--- src/hdl/ler_pkg.sv ---
// Shared types, register codes and width helpers for the line endpoint rotator.
`default_nettype none
package ler_pkg;

    localparam int TRIG_W    = 16;
    localparam int CFG_IDX_W = 3;
    localparam int MID_W     = 48;
    localparam int NUM_PTS   = 2;
    localparam int NUM_COORD = 6;

    localparam logic [CFG_IDX_W-1:0] REG_COS_X = 3'd0;
    localparam logic [CFG_IDX_W-1:0] REG_SIN_X = 3'd1;
    localparam logic [CFG_IDX_W-1:0] REG_COS_Y = 3'd2;
    localparam logic [CFG_IDX_W-1:0] REG_SIN_Y = 3'd3;
    localparam logic [CFG_IDX_W-1:0] REG_COS_Z = 3'd4;
    localparam logic [CFG_IDX_W-1:0] REG_SIN_Z = 3'd5;

    localparam logic signed [TRIG_W-1:0] COS_RESET = 16'sd16384;
    localparam logic signed [TRIG_W-1:0] SIN_RESET = 16'sd0;

    localparam logic signed [MID_W-1:0] MID_HI = {1'b0, {(MID_W-1){1'b1}}};
    localparam logic signed [MID_W-1:0] MID_LO = {1'b1, {(MID_W-2){1'b0}}, 1'b1};

    typedef struct packed {
        logic [TRIG_W-1:0] c;
        logic [TRIG_W-1:0] s;
    } t_trig;

    function automatic int sum_w(input int in_w);
        return in_w + TRIG_W + 1;
    endfunction

    function automatic int stage_out_w(input int in_w, input int frac);
        int sw;
        int sh;
        int ow;
        sw = sum_w(in_w);
        sh = (sw > frac) ? sw - frac : 1;
        ow = (sh > MID_W) ? MID_W : sh;
        return (ow > in_w) ? ow : in_w;
    endfunction

endpackage
`default_nettype wire

--- src/hdl/ler_sat_cell.sv ---
// Output cell: saturates six coordinates, forms the clip flag and holds the result.
`default_nettype none
module ler_sat_cell #(
    parameter int IN_W  = 25,
    parameter int OUT_W = 20
) (
    input  wire                      i_clk,
    input  wire                      i_rst_n,
    input  wire                      i_valid,
    output logic                     o_ready,
    input  wire  signed [IN_W-1:0]   i_c [ler_pkg::NUM_COORD],
    output logic                     o_valid,
    input  wire                      i_ready,
    output logic signed [OUT_W-1:0]  o_c [ler_pkg::NUM_COORD],
    output logic                     o_clip
);

    localparam int CMP_W = (IN_W > OUT_W) ? IN_W : OUT_W;
    localparam logic signed [OUT_W-1:0] OUT_HI = {1'b0, {(OUT_W-1){1'b1}}};
    localparam logic signed [OUT_W-1:0] OUT_LO = {1'b1, {(OUT_W-1){1'b0}}};

    logic                    r_v;
    logic                    r_clip;
    logic signed [OUT_W-1:0] r_c [ler_pkg::NUM_COORD];
    logic signed [OUT_W-1:0] n_c [ler_pkg::NUM_COORD];
    logic                    n_clip;
    logic                    w_adv;

    assign w_adv   = !r_v || i_ready;
    assign o_ready = w_adv;
    assign o_valid = r_v;
    assign o_c     = r_c;
    assign o_clip  = r_clip;

    always_comb begin
        n_clip = 1'b0;
        for (int k = 0; k < ler_pkg::NUM_COORD; k++) begin
            if (CMP_W'(i_c[k]) > CMP_W'(OUT_HI)) begin
                n_c[k] = OUT_HI;
                n_clip = 1'b1;
            end else if (CMP_W'(i_c[k]) < CMP_W'(OUT_LO)) begin
                n_c[k] = OUT_LO;
                n_clip = 1'b1;
            end else begin
                n_c[k] = OUT_W'(CMP_W'(i_c[k]));
            end
        end
    end

    always_ff @(posedge i_clk) begin
        if (!i_rst_n) begin
            r_v <= 1'b0;
        end else if (w_adv) begin
            r_v <= i_valid;
        end
    end

    always_ff @(posedge i_clk) begin
        if (w_adv) begin
            r_c    <= n_c;
            r_clip <= n_clip;
        end
    end

endmodule
`default_nettype wire

--- config.mk ---
export PLATFORM = sky130hd
export DESIGN_NAME = ler_sat_cell
export DESIGN_NICKNAME = d
export VERILOG_FILES = /design/src/hdl/ler_pkg.sv /design/src/hdl/ler_sat_cell.sv
export SDC_FILE = /design/constraint.sdc
export NUM_CORES = 1
export LEC_CHECK = 0
export BUFFER_PORTS_ARGS = -buffer_cell sky130_fd_sc_hd__clkbuf_2
export CAP_MARGIN = 40
export CORE_MARGIN = 8
export CORE_UTILIZATION = 40
export CTS_BUF_LIST = sky130_fd_sc_hd__clkbuf_4
export DETAILED_ROUTE_END_ITERATION = 8
export GPL_TIMING_DRIVEN = 0
export HOLD_SLACK_MARGIN = 0.08
export PLACE_DENSITY = 0.83
export RECOVER_POWER = 100
export SLEW_MARGIN = 40
export SYNTH_ARGS = -nofsm -noshare
export SYNTH_HDL_FRONTEND = slang
export SYNTH_SLANG_ARGS = --single-unit
--- constraint.sdc ---
create_clock -name i_clk -period 6 [get_ports i_clk]
set_input_delay 0.9 -clock i_clk [delete_from_list [all_inputs] [get_ports i_clk]]
set_output_delay 0.9 -clock i_clk [all_outputs]
set_load 0.005 [all_outputs]
==> results.md <==
STA:
- For the final routed database, the setup TNS stands at 0 ns.
- The number of slew-limit violations in the final report is 80.
- The transition time at the pin with the least slew margin is 2.43 ns.
- The number of endpoints with negative hold slack in the final report was 0.
- For the finished layout, the period the worst path requires is 3.86 ns.
- Dividing the final minimum period by the clock period gives 0.643.
- The final setup skew is 0.0158 ns.
- The remaining max-slew budget at the tightest pin is -0.623.
- For this run, the top clock speed supported by timing is 259 MHz.
- The count of final setup violators is 0.
- Setup repair after global routing left no endpoint under its margin.

Run status:
- The checks that failed: max-capacitance violations, max-slew violations.
- The run finished, with violations left.

GRT:
- Across every metal layer, demand over resource in global routing totals 0.173.
- The maximum number of pins on one net before global-route repair is 48.
- Summed over all layers, the global routing overflow is 0.
- The via count of the first global-routing pass is 4307.
- The first global-routing pass estimated 21.7 mm of wire.
- The initial antenna violation count is 0.

Final layout:
- In the final layout, the share of cells above drive strength 1 is 0.301.
- The number of antenna repair diodes is 0.
- The layout overhead on the synthesized area is 34.9%.
- The share of the core filled with cells in the final layout is 0.551.
- The final layout contains 798 nets.
- The filler cells instantiated in the layout total 1057.
- Excluding fillers, the count of instances in the completed layout stands at 804.

Synth:
- The total of warnings raised by yosys is 0.
- The number of enable flip-flop cells after synthesis is 121.
- The cell type with the largest total area after synthesis is sky130_fd_sc_hd__edfxtp_1.
- The share of synthesized area in the top cell type comes to 0.744.
- Of the synthesized area, sequential elements account for 0.748.
- In the synthesized netlist the async set-or-reset flop fraction comes to 0.
- Among all flip-flop cells after synthesis, the most frequent one is sky130_fd_sc_hd__edfxtp_1.
- By area the synthesized netlist is led by sky130_fd_sc_hd__edfxtp_1 (74%), sky130_fd_sc_hd__nor2_1 (6.3%), sky130_fd_sc_hd__o21a_1 (6.1%).
- The synthesized netlist occupies a cell area of 4880 sq um.
- Synthesis handed over a netlist of 347 instances.
- Among all cell types in the netlist, the one instantiated most often is sky130_fd_sc_hd__edfxtp_1.
- Counting flops and latches in the post-synthesis netlist gives 122.
- Ranked by instance count, the synthesized netlist is headed by sky130_fd_sc_hd__edfxtp_1 (121), sky130_fd_sc_hd__nor2_1 (82), sky130_fd_sc_hd__o21a_1 (40), sky130_fd_sc_hd__a21o_1 (29), sky130_fd_sc_hd__clkbuf_1 (24).
- Averaged over all synthesized cells, the footprint is around 14 sq um.
- The number of different library cells in the post-synthesis netlist is 25.
- Counting every net in the synthesized netlist gives 501.

Die:
- In this run the horizontal extent of the chip is approximately 130 microns.
- The floorplan step defined a die boundary enclosing 16000 sq um.
- The top-level I/O count is 277.
- The site row count is 40.
- The core region is between 10000 and 15000 sq um.
- For this configuration, the core starts out at a cell density of 0.408.
- The floorplan step set the die height to 127 microns.

Placed design:
- The cell total after placement is 772.
- The final estimated routing congestion in global placement is 0.812.
- The total of buffers placed on input and output ports is approximately 280.
- The half-perimeter wire length after placement is approximately 11 mm.

CTS:
- The clock drives approximately 120 sinks.
- The root buffer cell is sky130_fd_sc_hd__clkbuf_4.
- The insertion delay of the later-clocked pin in the worst-skew pair is 0.52 ns.
- The number of buffers between clock root and the deepest sink is 2.
- After clock tree synthesis, the clock-pin slew on the worst setup and hold paths is 0.11 ns.
- The total clock buffers created by CTS is 17.
- The CTS H-tree depth is 4.
- The number of buffers inserted by hold repair at cts is 0.
- The number of resized instances in the post-cts repair step is 0.
- Once the clock tree was built, the setup fixing pass inserted 0 buffers.
- TritonCTS built the clock tree.

Pwr:
- Of the total power, combinational logic draws 0.123.
- Summed over all nets, the switching power comes to 0.452 mW.
- Cell internal power was estimated by the tool at 1.41 mW.
- The power density of the placed cells is 282 nW/um^2.
- The share of power burned in the clock network is 0.318.
- VDD sags by at most 0.205 mV.
- The leakage power figure is around 2.8 nW.
- The switching portion of total power is 0.243.
- The sequential share of power is 0.559.

Critical path:
- Grouping stages by cell kind, the critical path spends the most delay in buffers and inverters.
- The master of the slowest instance on the critical path is sky130_fd_sc_hd__clkbuf_1.
- The path depth of the worst reg2reg path is 2.
- The data required time of the worst path is 6.10 ns.
- On the worst path, the slowest cell contributes a delay of 1.81 ns.
- The category of the worst setup path launch point is an input pin.
- In this run the worst path has a maximum fanout of 47.
- The signal on the critical path passes through clkbuf_2 -> nand2b_1 -> clkbuf_1.
- The register-to-register path setup slack is 2.35 ns.
- The worst path arrival time is 3.96 ns.
- The type of the worst setup path is input pin to flip-flop.
- STA classifies the critical path endpoint as a flip-flop.
- The start of the worst register-to-register path is o_valid.
- The end of the worst register-to-register path is o_c[96].
- The count of buffer and inverter cells on the critical path is 2.

Routing:
- The average detailed-routed wire length per instance is 17.3 microns.
- The number of detailed-route iterations in the first pass is 5.
- The number of design-rule violations left by the first detailed-router iteration is 269.
- After detailed routing, no signal wire sits above met4.
- The total vias in the final route is 3878.
- For this run, design rule violations remaining after detail routing come to 0.
- The post-route antenna net violation count is 0.
- After detailed routing, the total wire length is 13.9 mm.
- The detailed-routed wire length on met3 is 1.52 mm.
- The detailed-routed wire length on met2 is 7.02 mm.
- The detailed router put a total of slightly above 5 mm of wire on met1.
- The average via count per standard cell is approximately 4.8.

Worst hold path:
- The path class of the tightest hold or removal check is input pin to flip-flop.
- The startpoint identified for the worst hold timing path is i_valid.
- The worst hold path cell count is 3.
- For hold timing, the worst endpoint is o_valid.

Flow run:
- The max-capacitance violation count is 2.
==> cells in the final DEF (no fill, tap or decap), types with 3 or more instances in the layout <==
cell	n
sky130_fd_sc_hd__bufinv_16	3
sky130_fd_sc_hd__a21o_1	29
sky130_fd_sc_hd__clkbuf_2	159
sky130_fd_sc_hd__nand3_1	6
sky130_fd_sc_hd__clkinvlp_4	5
sky130_fd_sc_hd__nor3_1	5
sky130_fd_sc_hd__clkbuf_1	145
sky130_fd_sc_hd__clkinv_1	5
sky130_fd_sc_hd__a21o_2	9
sky130_fd_sc_hd__edfxtp_1	121
sky130_fd_sc_hd__nor2_1	84
sky130_fd_sc_hd__clkbuf_4	18
sky130_fd_sc_hd__a21oi_1	5
sky130_fd_sc_hd__nand2_1	6
sky130_fd_sc_hd__o21a_1	40
sky130_fd_sc_hd__o21ai_0	4
==> state kept, by name, summed over array words and instances (netlist names) <==
name	count
o_clip	1
o_c	120
o_valid	1
==> how the worst max path moves through the flow <==
stage                     startpoint      end  cells past startpoint
after detailed placement     i_ready  o_ready                      4
after CTS                    i_ready  o_ready                      4
after global routing         i_ready  o_c[63]                      3
after floorplan              i_ready  o_ready                      1
after global placement       i_ready  o_ready                      3
final                        i_ready  o_c[96]                      3
==> worst register-to-register path: stages, from the launching register on <==
cell and delay, ns:
sky130_fd_sc_hd__dfxtp_1 0.32, sky130_fd_sc_hd__nand2b_1 1.07, sky130_fd_sc_hd__clkbuf_1 1.82
==> power by group through the flow <==
| stage | clock network (mW) | logic (mW) | registers (mW) |
|---|---|---|---|
| finish | 0.592 | 0.228 | 1.04 |
| floorplan | 0 | 0.0822 | 1.07 |
| detailed placement | 0 | 0.250 | 1.06 |
| CTS | 0.609 | 0.251 | 1.04 |
| global placement | 0 | 0.239 | 1.06 |
| global route | 0.642 | 0.254 | 1.05 |
==> kinds of logic (layout without fill, tap and decap cells) <==
logic type             Yosys count  in the layout  share of synthesized area
DFF                            122            122                      0.748
and+or+nand+nor                106            106                     0.0909
AOI/OAI and AO/OA               89             89                      0.135
buffers and inverters           30            340                     0.0259
==> cell type report <==
| cell class | count | area [sq um] | share of cell area |
|---|---|---|---|
| flip-flops and latches | 122 | 3650 | 0.554 |
| repair buffers | 278 | 1260 | 0.191 |
| multi-input cells | 195 | 1090 | 0.165 |
| well taps | 147 | 184 | 0.0279 |
| clock inverters | 14 | 155 | 0.0235 |
| clock buffers | 18 | 135 | 0.0205 |
| plain buffers | 29 | 113 | 0.0171 |
| inverters | 1 | 3.75 | 0.000570 |
==> routing by layer <==
layer | track usage | vias to the layer above
met5 | 0 | -
met4 | 0.0835 | 0
met3 | 0.0855 | 26
met2 | 0.298 | 198
met1 | 0.171 | 1794
li1 | - | 1860
==> stage by stage <==
| step | area (sq um) | setup slack (ns) | total power [mW] | hold slack [ns] |
|---|---|---|---|---|
| finish | 6590 | 2.14 | 1.86 | 0.611 |
| global route | 6590 | 1.90 | 1.94 | 0.557 |
| CTS | 6790 | 3.20 | 1.90 | 0.544 |
| detailed placement | 6500 | 3.20 | 1.31 | 0.920 |
| global placement | 6450 | -0.255 | 1.30 | 1.13 |
| floorplan | 4880 | 1.23 | 1.15 | 1.04 |
(Power assumes the default switching activity.)
